<file path="src/design/assert_macros.svh">
// ----------------------------------------------------------------------------
// assert_macros.svh
// Concurrent assertion shorthands used by the top-level design file.
// ----------------------------------------------------------------------------
`ifndef ASSERT_MACROS_SVH
`define ASSERT_MACROS_SVH

// condition must hold in the same cycle as the trigger
`define ASSERT_IMPL(lbl, clk, rst_n, ante, cons, msg) \
	lbl: assert property (@(posedge clk) disable iff (!rst_n) (ante) |-> (cons)) \
		else $error(msg);

// condition must hold in the cycle after the trigger
`define ASSERT_NEXT(lbl, clk, rst_n, ante, cons, msg) \
	lbl: assert property (@(posedge clk) disable iff (!rst_n) (ante) |=> (cons)) \
		else $error(msg);

// condition must hold in every cycle out of reset
`define ASSERT_ALWAYS(lbl, clk, rst_n, cond, msg) \
	lbl: assert property (@(posedge clk) disable iff (!rst_n) (cond)) \
		else $error(msg);

`endif

</file>
<file path="src/design/utc_pkg.sv">
// ----------------------------------------------------------------------------
// utc_pkg
// Constants, types and helper functions for the timestamp to calendar block.
// ----------------------------------------------------------------------------
package utc_pkg;

	localparam logic [31:0] EPOCH_2000    = 32'd946684800;
	localparam logic [8:0]  DAYS_COMMON   = 9'd365;
	localparam logic [15:0] DAYS_QUAD     = 16'd1461;
	localparam logic [3:0]  LAST_MONTH    = 4'd12;

	typedef enum logic [1:0] {
		PH_SEC,
		PH_MIN,
		PH_HOUR,
		PH_WDAY
	} div_phase_t;

	typedef struct packed {
		logic       load;
		logic       div_step;
		logic       div_end;
		div_phase_t phase;
		logic       quad_step;
		logic       year_step;
		logic       month_step;
		logic       publish;
	} utc_cmd_t;

	typedef struct packed {
		logic before_epoch;
		logic quad_ge;
		logic year_ge;
		logic month_ge;
		logic out_free;
	} utc_sts_t;

	function automatic logic [5:0] divisor(input div_phase_t ph);
		logic [5:0] d;
		unique case (ph) inside
			PH_SEC, PH_MIN: d = 6'd60;
			PH_HOUR:        d = 6'd24;
			PH_WDAY:        d = 6'd7;
			default:        d = 6'd60;
		endcase
		return d;
	endfunction

	// reciprocal of the divisor; shift is 37, 37, 36 and 32 by phase
	function automatic logic [31:0] recip_mult(input div_phase_t ph);
		logic [31:0] m;
		unique case (ph) inside
			PH_SEC, PH_MIN: m = 32'h88888889;
			PH_HOUR:        m = 32'hAAAAAAAB;
			PH_WDAY:        m = 32'h24924925;
			default:        m = 32'h88888889;
		endcase
		return m;
	endfunction

	function automatic logic [4:0] month_len(input logic [3:0] mon, input logic leap);
		logic [4:0] len;
		case (mon) inside
			4'd2:                       len = leap ? 5'd29 : 5'd28;
			4'd4, 4'd6, 4'd9, 4'd11:    len = 5'd30;
			default:                    len = 5'd31;
		endcase
		return len;
	endfunction

endpackage

</file>
<file path="src/design/utc_datapath.sv">
// ----------------------------------------------------------------------------
// utc_datapath
// Shared reciprocal multiplier for the constant divisions, year and month
// peeling, output register.
// ----------------------------------------------------------------------------
module utc_datapath (
	input  logic              clk,
	input  logic              arst_n,
	input  utc_pkg::utc_cmd_t cmd,
	output utc_pkg::utc_sts_t sts,
	input  logic [31:0]       unix_seconds,
	output logic              out_valid,
	input  logic              out_ready,
	output logic [6:0]        year_offset,
	output logic [3:0]        month,
	output logic [4:0]        day_of_month,
	output logic [4:0]        hour,
	output logic [5:0]        minute,
	output logic [5:0]        second,
	output logic [2:0]        weekday,
	output logic              before_epoch
);
	import utc_pkg::*;

	logic [31:0] dvd_q;
	logic [63:0] prod_q;
	logic        before_q;
	logic [5:0]  sec_q;
	logic [5:0]  min_q;
	logic [4:0]  hr_q;
	logic [2:0]  wday_q;
	logic [15:0] days_q;
	logic [6:0]  year_q;
	logic [3:0]  month_q;

	logic [6:0]  yr_out_q;
	logic [3:0]  mon_out_q;
	logic [4:0]  day_out_q;
	logic [4:0]  hr_out_q;
	logic [5:0]  min_out_q;
	logic [5:0]  sec_out_q;
	logic [2:0]  wday_out_q;
	logic        before_out_q;
	logic        out_valid_q;

	logic [31:0] mult;
	logic [5:0]  dsr;
	logic [31:0] quot;
	logic [11:0] qd;
	logic [5:0]  rmd;
	logic        leap;
	logic [8:0]  year_len;
	logic [4:0]  mon_len;

	// quotient from the registered product, remainder below 64 so six bits do
	always_comb begin
		mult = recip_mult(cmd.phase);
		dsr  = divisor(cmd.phase);
		unique case (cmd.phase) inside
			PH_SEC, PH_MIN: quot = {5'd0, prod_q[63:37]};
			PH_HOUR:        quot = {4'd0, prod_q[63:36]};
			PH_WDAY:        quot = prod_q[63:32];
			default:        quot = prod_q[63:32];
		endcase
		qd  = {6'd0, quot[5:0]} * {6'd0, dsr};
		rmd = dvd_q[5:0] - qd[5:0];
	end

	assign leap     = (year_q[1:0] == 2'b00);
	assign year_len = DAYS_COMMON + {8'd0, leap};
	assign mon_len  = month_len(month_q, leap);

	assign sts.before_epoch = before_q;
	assign sts.quad_ge      = (days_q >= DAYS_QUAD);
	assign sts.year_ge      = (days_q >= {7'd0, year_len});
	assign sts.month_ge     = (month_q < LAST_MONTH) && (days_q >= {11'd0, mon_len});
	assign sts.out_free     = !out_valid_q || out_ready;

	always_ff @(posedge clk) begin
		if (cmd.load) begin
			before_q <= (unix_seconds < EPOCH_2000);
			dvd_q    <= unix_seconds - EPOCH_2000;
			year_q   <= '0;
			month_q  <= 4'd1;
		end
		if (cmd.div_step) begin
			prod_q <= {32'd0, dvd_q} * {32'd0, mult};
		end
		if (cmd.div_end) begin
			dvd_q <= quot;
			unique case (cmd.phase)
				PH_SEC:  sec_q <= rmd;
				PH_MIN:  min_q <= rmd;
				PH_HOUR: begin
					hr_q   <= rmd[4:0];
					days_q <= quot[15:0];
				end
				PH_WDAY: wday_q <= (rmd == 6'd0) ? 3'd6 : rmd[2:0] - 3'd1;
				default: ;
			endcase
		end
		if (cmd.quad_step) begin
			days_q <= days_q - DAYS_QUAD;
			year_q <= year_q + 7'd4;
		end
		if (cmd.year_step) begin
			days_q <= days_q - {7'd0, year_len};
			year_q <= year_q + 7'd1;
		end
		if (cmd.month_step) begin
			days_q  <= days_q - {11'd0, mon_len};
			month_q <= month_q + 4'd1;
		end
		if (cmd.publish) begin
			before_out_q <= before_q;
			if (before_q) begin
				yr_out_q   <= '0;
				mon_out_q  <= '0;
				day_out_q  <= '0;
				hr_out_q   <= '0;
				min_out_q  <= '0;
				sec_out_q  <= '0;
				wday_out_q <= '0;
			end else begin
				yr_out_q   <= year_q;
				mon_out_q  <= month_q;
				day_out_q  <= days_q[4:0] + 5'd1;
				hr_out_q   <= hr_q;
				min_out_q  <= min_q;
				sec_out_q  <= sec_q;
				wday_out_q <= wday_q;
			end
		end
	end

	always_ff @(posedge clk or negedge arst_n) begin
		if (!arst_n) begin
			out_valid_q <= 1'b0;
		end else if (cmd.publish) begin
			out_valid_q <= 1'b1;
		end else if (out_ready) begin
			out_valid_q <= 1'b0;
		end
	end

	assign out_valid    = out_valid_q;
	assign year_offset  = yr_out_q;
	assign month        = mon_out_q;
	assign day_of_month = day_out_q;
	assign hour         = hr_out_q;
	assign minute       = min_out_q;
	assign second       = sec_out_q;
	assign weekday      = wday_out_q;
	assign before_epoch = before_out_q;

endmodule

</file>
<file path="src/design/utc_ctrl.sv">
// ----------------------------------------------------------------------------
// utc_ctrl
// Sequencer: divider passes, year and month loops, hand-off to output stage.
// ----------------------------------------------------------------------------
module utc_ctrl (
	input  logic              clk,
	input  logic              arst_n,
	input  logic              in_valid,
	output logic              in_ready,
	input  utc_pkg::utc_sts_t sts,
	output utc_pkg::utc_cmd_t cmd
);
	import utc_pkg::*;

	typedef enum logic [2:0] {
		ST_IDLE,
		ST_CHECK,
		ST_DIV,
		ST_DIV_END,
		ST_QUAD,
		ST_YEAR,
		ST_MONTH,
		ST_DONE
	} state_t;

	state_t     state_q;
	div_phase_t phase_q;

	assign in_ready = (state_q == ST_IDLE);

	always_comb begin
		cmd            = '0;
		cmd.phase      = phase_q;
		cmd.load       = in_valid && (state_q == ST_IDLE);
		cmd.div_step   = (state_q == ST_DIV);
		cmd.div_end    = (state_q == ST_DIV_END);
		cmd.quad_step  = (state_q == ST_QUAD) && sts.quad_ge;
		cmd.year_step  = (state_q == ST_YEAR) && sts.year_ge;
		cmd.month_step = (state_q == ST_MONTH) && sts.month_ge;
		cmd.publish    = (state_q == ST_DONE) && sts.out_free;
	end

	always_ff @(posedge clk or negedge arst_n) begin
		if (!arst_n) begin
			state_q <= ST_IDLE;
			phase_q <= PH_SEC;
		end else begin
			unique case (state_q)
				ST_IDLE: begin
					if (in_valid) state_q <= ST_CHECK;
				end
				ST_CHECK: begin
					phase_q <= PH_SEC;
					state_q <= sts.before_epoch ? ST_DONE : ST_DIV;
				end
				ST_DIV: begin
					state_q <= ST_DIV_END;
				end
				ST_DIV_END: begin
					unique case (phase_q)
						PH_SEC:  begin phase_q <= PH_MIN;  state_q <= ST_DIV; end
						PH_MIN:  begin phase_q <= PH_HOUR; state_q <= ST_DIV; end
						PH_HOUR: begin phase_q <= PH_WDAY; state_q <= ST_DIV; end
						PH_WDAY: state_q <= ST_QUAD;
						default: state_q <= ST_QUAD;
					endcase
				end
				ST_QUAD: begin
					if (!sts.quad_ge) state_q <= ST_YEAR;
				end
				ST_YEAR: begin
					if (!sts.year_ge) state_q <= ST_MONTH;
				end
				ST_MONTH: begin
					if (!sts.month_ge) state_q <= ST_DONE;
				end
				ST_DONE: begin
					if (sts.out_free) state_q <= ST_IDLE;
				end
				default: state_q <= ST_IDLE;
			endcase
		end
	end

endmodule

</file>
<file path="src/design/unix_time_to_calendar_top.sv">
// ----------------------------------------------------------------------------
// unix_time_to_calendar_top
// Unix timestamp to calendar date and time of day, counted from 2000.
// ----------------------------------------------------------------------------
// Takes one word at a time: a 32-bit Unix timestamp is accepted only when the
// block is idle. Its result is built by four passes through one shared 32x32
// reciprocal multiplier (divide by 60, 60, 24, then 7 for the weekday),
// followed by the subtraction loops that peel off four-year blocks (up to 26),
// single years (up to 3) and months (up to 11); no date needs more than 39
// steps in all. A timestamp before 2000 skips the divider and the loops.
// Every fourth year counts as leap, so dates are Gregorian through 2099. A
// finished word waits in the output register while the next conversion runs;
// the next word is published only once that register is free.
// ----------------------------------------------------------------------------
module unix_time_to_calendar_top (
	input  logic        clk,
	input  logic        arst_n,
	input  logic        in_valid,
	output logic        in_ready,
	input  logic [31:0] unix_seconds,
	output logic        out_valid,
	input  logic        out_ready,
	output logic [6:0]  year_offset,
	output logic [3:0]  month,
	output logic [4:0]  day_of_month,
	output logic [4:0]  hour,
	output logic [5:0]  minute,
	output logic [5:0]  second,
	output logic [2:0]  weekday,
	output logic        before_epoch
);
	import utc_pkg::*;

	utc_cmd_t cmd;
	utc_sts_t sts;

	logic       in_acc;
	logic       out_pre;
	logic       out_cal;
	logic       pre_zero;
	logic       fields_ok;
	logic [6:0] cmd_bits;

	utc_ctrl u_ctrl (
		.clk      (clk),
		.arst_n   (arst_n),
		.in_valid (in_valid),
		.in_ready (in_ready),
		.sts      (sts),
		.cmd      (cmd)
	);

	utc_datapath u_datapath (
		.clk          (clk),
		.arst_n       (arst_n),
		.cmd          (cmd),
		.sts          (sts),
		.unix_seconds (unix_seconds),
		.out_valid    (out_valid),
		.out_ready    (out_ready),
		.year_offset  (year_offset),
		.month        (month),
		.day_of_month (day_of_month),
		.hour         (hour),
		.minute       (minute),
		.second       (second),
		.weekday      (weekday),
		.before_epoch (before_epoch)
	);

	assign in_acc    = in_valid && in_ready;
	assign out_pre   = out_valid && before_epoch;
	assign out_cal   = out_valid && !before_epoch;
	assign pre_zero  = (year_offset == 7'd0) && (month == 4'd0) && (day_of_month == 5'd0)
		&& (hour == 5'd0) && (minute == 6'd0) && (second == 6'd0) && (weekday == 3'd0);
	assign fields_ok = (month >= 4'd1) && (month <= 4'd12) && (day_of_month != 5'd0)
		&& (hour < 5'd24) && (minute < 6'd60) && (second < 6'd60) && (weekday < 3'd7);
	assign cmd_bits  = {cmd.load, cmd.div_step, cmd.div_end, cmd.quad_step, cmd.year_step,
		cmd.month_step, cmd.publish};

`include "assert_macros.svh"

	`ASSERT_NEXT(a_busy_after_load, clk, arst_n, in_acc, !in_ready, "no busy after accept")
	`ASSERT_IMPL(a_pre_epoch_zero, clk, arst_n, out_pre, pre_zero, "pre-2000 word not zero")
	`ASSERT_IMPL(a_fields_range, clk, arst_n, out_cal, fields_ok, "field out of range")
	`ASSERT_ALWAYS(a_cmd_onehot, clk, arst_n, $onehot0(cmd_bits), "conflicting commands")

endmodule

</file>
<file path="config.mk">
export PLATFORM = sky130hd
export DESIGN_NAME = unix_time_to_calendar_top
export DESIGN_NICKNAME = d
export VERILOG_FILES = /design/src/design/utc_pkg.sv /design/src/design/utc_datapath.sv /design/src/design/utc_ctrl.sv /design/src/design/unix_time_to_calendar_top.sv
export VERILOG_INCLUDE_DIRS = /design/src /design/src/design
export SDC_FILE = /design/constraint.sdc
export NUM_CORES = 2
export LEC_CHECK = 0
export BUFFER_PORTS_ARGS = -buffer_cell sky130_fd_sc_hd__buf_4
export CORE_AREA = 2 2 321 323
export CTS_CLUSTER_DIAMETER = 120
export DETAILED_ROUTE_END_ITERATION = 12
export DIE_AREA = 0 0 323 325
export PLACE_DENSITY = 0.45
export SETUP_SLACK_MARGIN = 0.4
export SLEW_MARGIN = 15
export SYNTH_ARGS = -nofsm -noshare
export SYNTH_HDL_FRONTEND = slang
export SYNTH_SLANG_ARGS = --single-unit
</file>
<file path="constraint.sdc">
create_clock -name clk -period 8.7 [get_ports clk]
set_input_delay 0 -clock clk [delete_from_list [all_inputs] [get_ports clk]]
set_output_delay 0 -clock clk [all_outputs]
set_load 0.03 [all_outputs]
</file>
==> results.md <==
* RSZ-0062 raised after global routing: true
* Design Area, Final at 33860 sq um
* Synth Area in Compound Gates at 8.517%
* MaxCap Viol Count at 0
* Synthesized area at 30290 sq um
* Cells after DPL at about 4400
* Via-to-Cell Ratio at 4.546
* Core area at 101300 sq um
* Total grt overflow at 0
* Starting Density at between 20% and 30%
* Final worst slack at 694.2 ps
* Final min period at 8006 ps
* Total GRT Usage at 18.25%
* Post-route ant nets at 0
* Final hold violations at 0
* CP startpoint kind: flop
* Status: complete, no violations
* DRC errors left at 0
* Ports at 75
* R2R depth at 26
* Final setup vio count at 0
* CP required at 8890 ps
* Die X-Extent at 323 um
* Vias in the first global route at 22040
* Die Y at approximately 330 um
* Largest net degree at the start of global routing at 67
* Antenna diodes at 0
* Slew margin rel. at 25.91%
* Routability-driven placement congestion ratio at 0.9172
* Port Buf Inserts at 74
* Worst Path Max Fanout at 15
* Synth Area in XOR/XNOR at 3.614%
* Synth area leader: fa_1
* Final clock skew at between 10 and 15 ps
* Synth unique cells at 82
* H-tree levels at 4
* WL per Instance at 20.89 um
* CTS tree: done
* Nets at 4101
* Setup TNS at 0 ps
* 1st-iter DRT viols at 1049
* Pins Over Slew Limit at 0
* Final Cycle Share at 92.02%
* First-pass GRT wire length at 141.9 mm
* Via count at between 20000 and 25000
* Root Buffer: clkbuf_16
* Worst-skew pair later-pin latency at 440 ps
* Top cells by area, synth: fa_1 37%, ha_1 16%, edfxtp_1 15%
* Layout cell share with drive strength beyond 1 at 6.857%
* Largest family of logic cells by synthesized area: adder cells
* Commonest non-fill, non-tap cell in the layout: inv_1
* Most frequent cells in the layout: 740 x inv_1, 563 x fa_1, 389 x ha_1, 159 x nand2_1, 149 x edfxtp_1
* Post-synthesis simple-gate area fraction at 8.765%
* Seq cells post-synth at 155
* Synth top area share at 37.21%
* Max Freq at approximately 120 MHz
* Die area at between 100000 and 150000 sq um
* Syn Area/Cell at between 10 and 15 sq um
* Cells after Synth at 2988
* DP HPWL at 83.76 mm
* Number of detailed-route iterations in the first pass at 5
* CTS Buffer Depth at 2
* EDFF count, synth at 149
* Row count at roughly 120
* Register clock-pin slew on the reported worst setup and hold paths at 70 ps
* Adder and majority gate portion of the synthesized area at 53.48%
* Worst Setup End Kind: flop
* Crit path DAT at 8200 ps
* Dpl cell area at ~33000 sq um
* Post-synth net total at 3981
* Ys async rst share at 3.871%
* Hold depth at 3
* Post-synthesis mux area share at less than 1%
* Total CTS buffers at 17
* Drt total wl at 93.76 mm
* Clock sink count at 155
* Main synth FF type: edfxtp_1
* Pre-CTS setup slack at 301.7 ps
* Worst Max-Slew Pin Slew at ~1100 ps
* Final non-filler cell total at approximately 4500
* Yosys warning count at 0
* Sequential area share after synthesis at 15.27%
* Initial antenna violation count at 0
* Area Overhead vs Synth at 11.79%
* Hold Crit Class: primary input to flop
* Crit Path Category: flop to flop
==> repair_timing <==
item,4_1_cts,5_1_grt
endpoints found under the hold margin,31,0
pin swaps,0,2
hold buffers,28,0
setup endpoints to repair,9,19
buffers inserted,0,6
gates resized for setup,1,16
==> metal layers <==
layer	up-vias	global-route usage [%]	wire (um)
met5	-	0	0
met3	69	1.239	2094
met2	315	31.29	45850
li1	9711	-	-
met1	10310	25.31	43710
met4	0	3.640	2110
==> worst max-delay path, cell delays in order, from the launching register on <==
cell and delay (ps):
dfrtp_2 420, inv_1 120, ha_4 250, nor2_4 260, buf_12 190, nor2b_1 60
ha_1 380, fa_1 600, fa_1 450, fa_1 670, fa_1 510, fa_1 480
fa_1 500, inv_1 50, fa_1 470, inv_1 40, ha_1 340, a21oi_1 210
o211ai_1 140, a31oi_1 320, o21ai_0 150, nand3_1 180, o211ai_1 150, a21oi_2 250
o21ai_1 140, a311oi_1 330, xnor2_1 100
==> Yosys cell counts (all sizes together) (53+ instances only) <==
master  number
a21oi      130
nand2      159
and2        57
fa         563
nor2b       85
o21ai       83
edfxtp     149
nor2       110
ha         394
inv        740
clkbuf      53
xnor2       78
==> registers in the layout (all words and copies together), names as in the netlist <==
signal and count:
u_ctrl.phase_q 2, u_datapath.year_offset 7, u_datapath.days_q 16, u_datapath.out_valid 1
u_datapath.second 6, u_datapath.min_q 6, u_datapath.weekday 3, u_datapath.hr_q 5
u_datapath.dvd_q 32, u_datapath.day_of_month 5, u_datapath.month_q 4, u_datapath.month 4
u_datapath.before_epoch 1, u_datapath.sec_q 6, u_datapath.hour 5, u_datapath.before_q 1
u_datapath.wday_q 3, u_datapath.year_q 7, u_datapath.minute 6, u_datapath.prod_q 32
u_ctrl.state_q 3
==> worst paths after layout <==
path / start / endpoint / slack, ps
max: u_ctrl.phase_q[0]$_DFFE_PN0P_ / u_datapath.prod_q[57]$_DFFE_PP_ / 690
min: unix_seconds[28] / u_datapath.dvd_q[28]$_DFFE_PP_ / 10
max reg2reg: u_ctrl.phase_q[0]$_DFFE_PN0P_ / u_datapath.prod_q[57]$_DFFE_PP_ / 690
min reg2reg: u_datapath.hr_q[3]$_DFFE_PP_ / u_datapath.hour[3]$_SDFFCE_PP0P_ / 530
max in group asynchronous: arst_n / u_ctrl.phase_q[0]$_DFFE_PN0P_ / 7860
min in group asynchronous: arst_n / u_datapath.out_valid$_DFFE_PN0P_ / 550
==> metrics by stage <==
stage	hold WS (ps)	utilization (%)
5_1_grt	33.85	33.43
3_3_place_gp	-172.1	32.41
4_1_cts	3.810	33.31
3_5_place_dp	-173.2	32.41
6_report	9.744	33.43
2_1_floorplan	-295.6	-
==> area by class of cell <==
class,count,area [sq um]
repair buffers,172,1444
fillers,10580,67440
inverters,740,2778
clock inverters,15,187.7
multi-input cells,2022,22690
flip-flops and latches,155,4627
clock buffers,17,425.4
well taps,1368,1712
==> logic make-up after synthesis <==
| family | after synthesis |
|---|---|
| adder cells (fa/ha/maj) | 957 |
| AND/OR/NAND/NOR | 534 |
| buffers and inverters | 811 |
| AO/OA/AOI/OAI | 400 |
| XOR/XNOR | 125 |
| flip-flops | 155 |
| multiplexers | 6 |
Power is not shown: default switching activity piles up to over one toggle a cycle in this logic, so the estimate is an artifact.
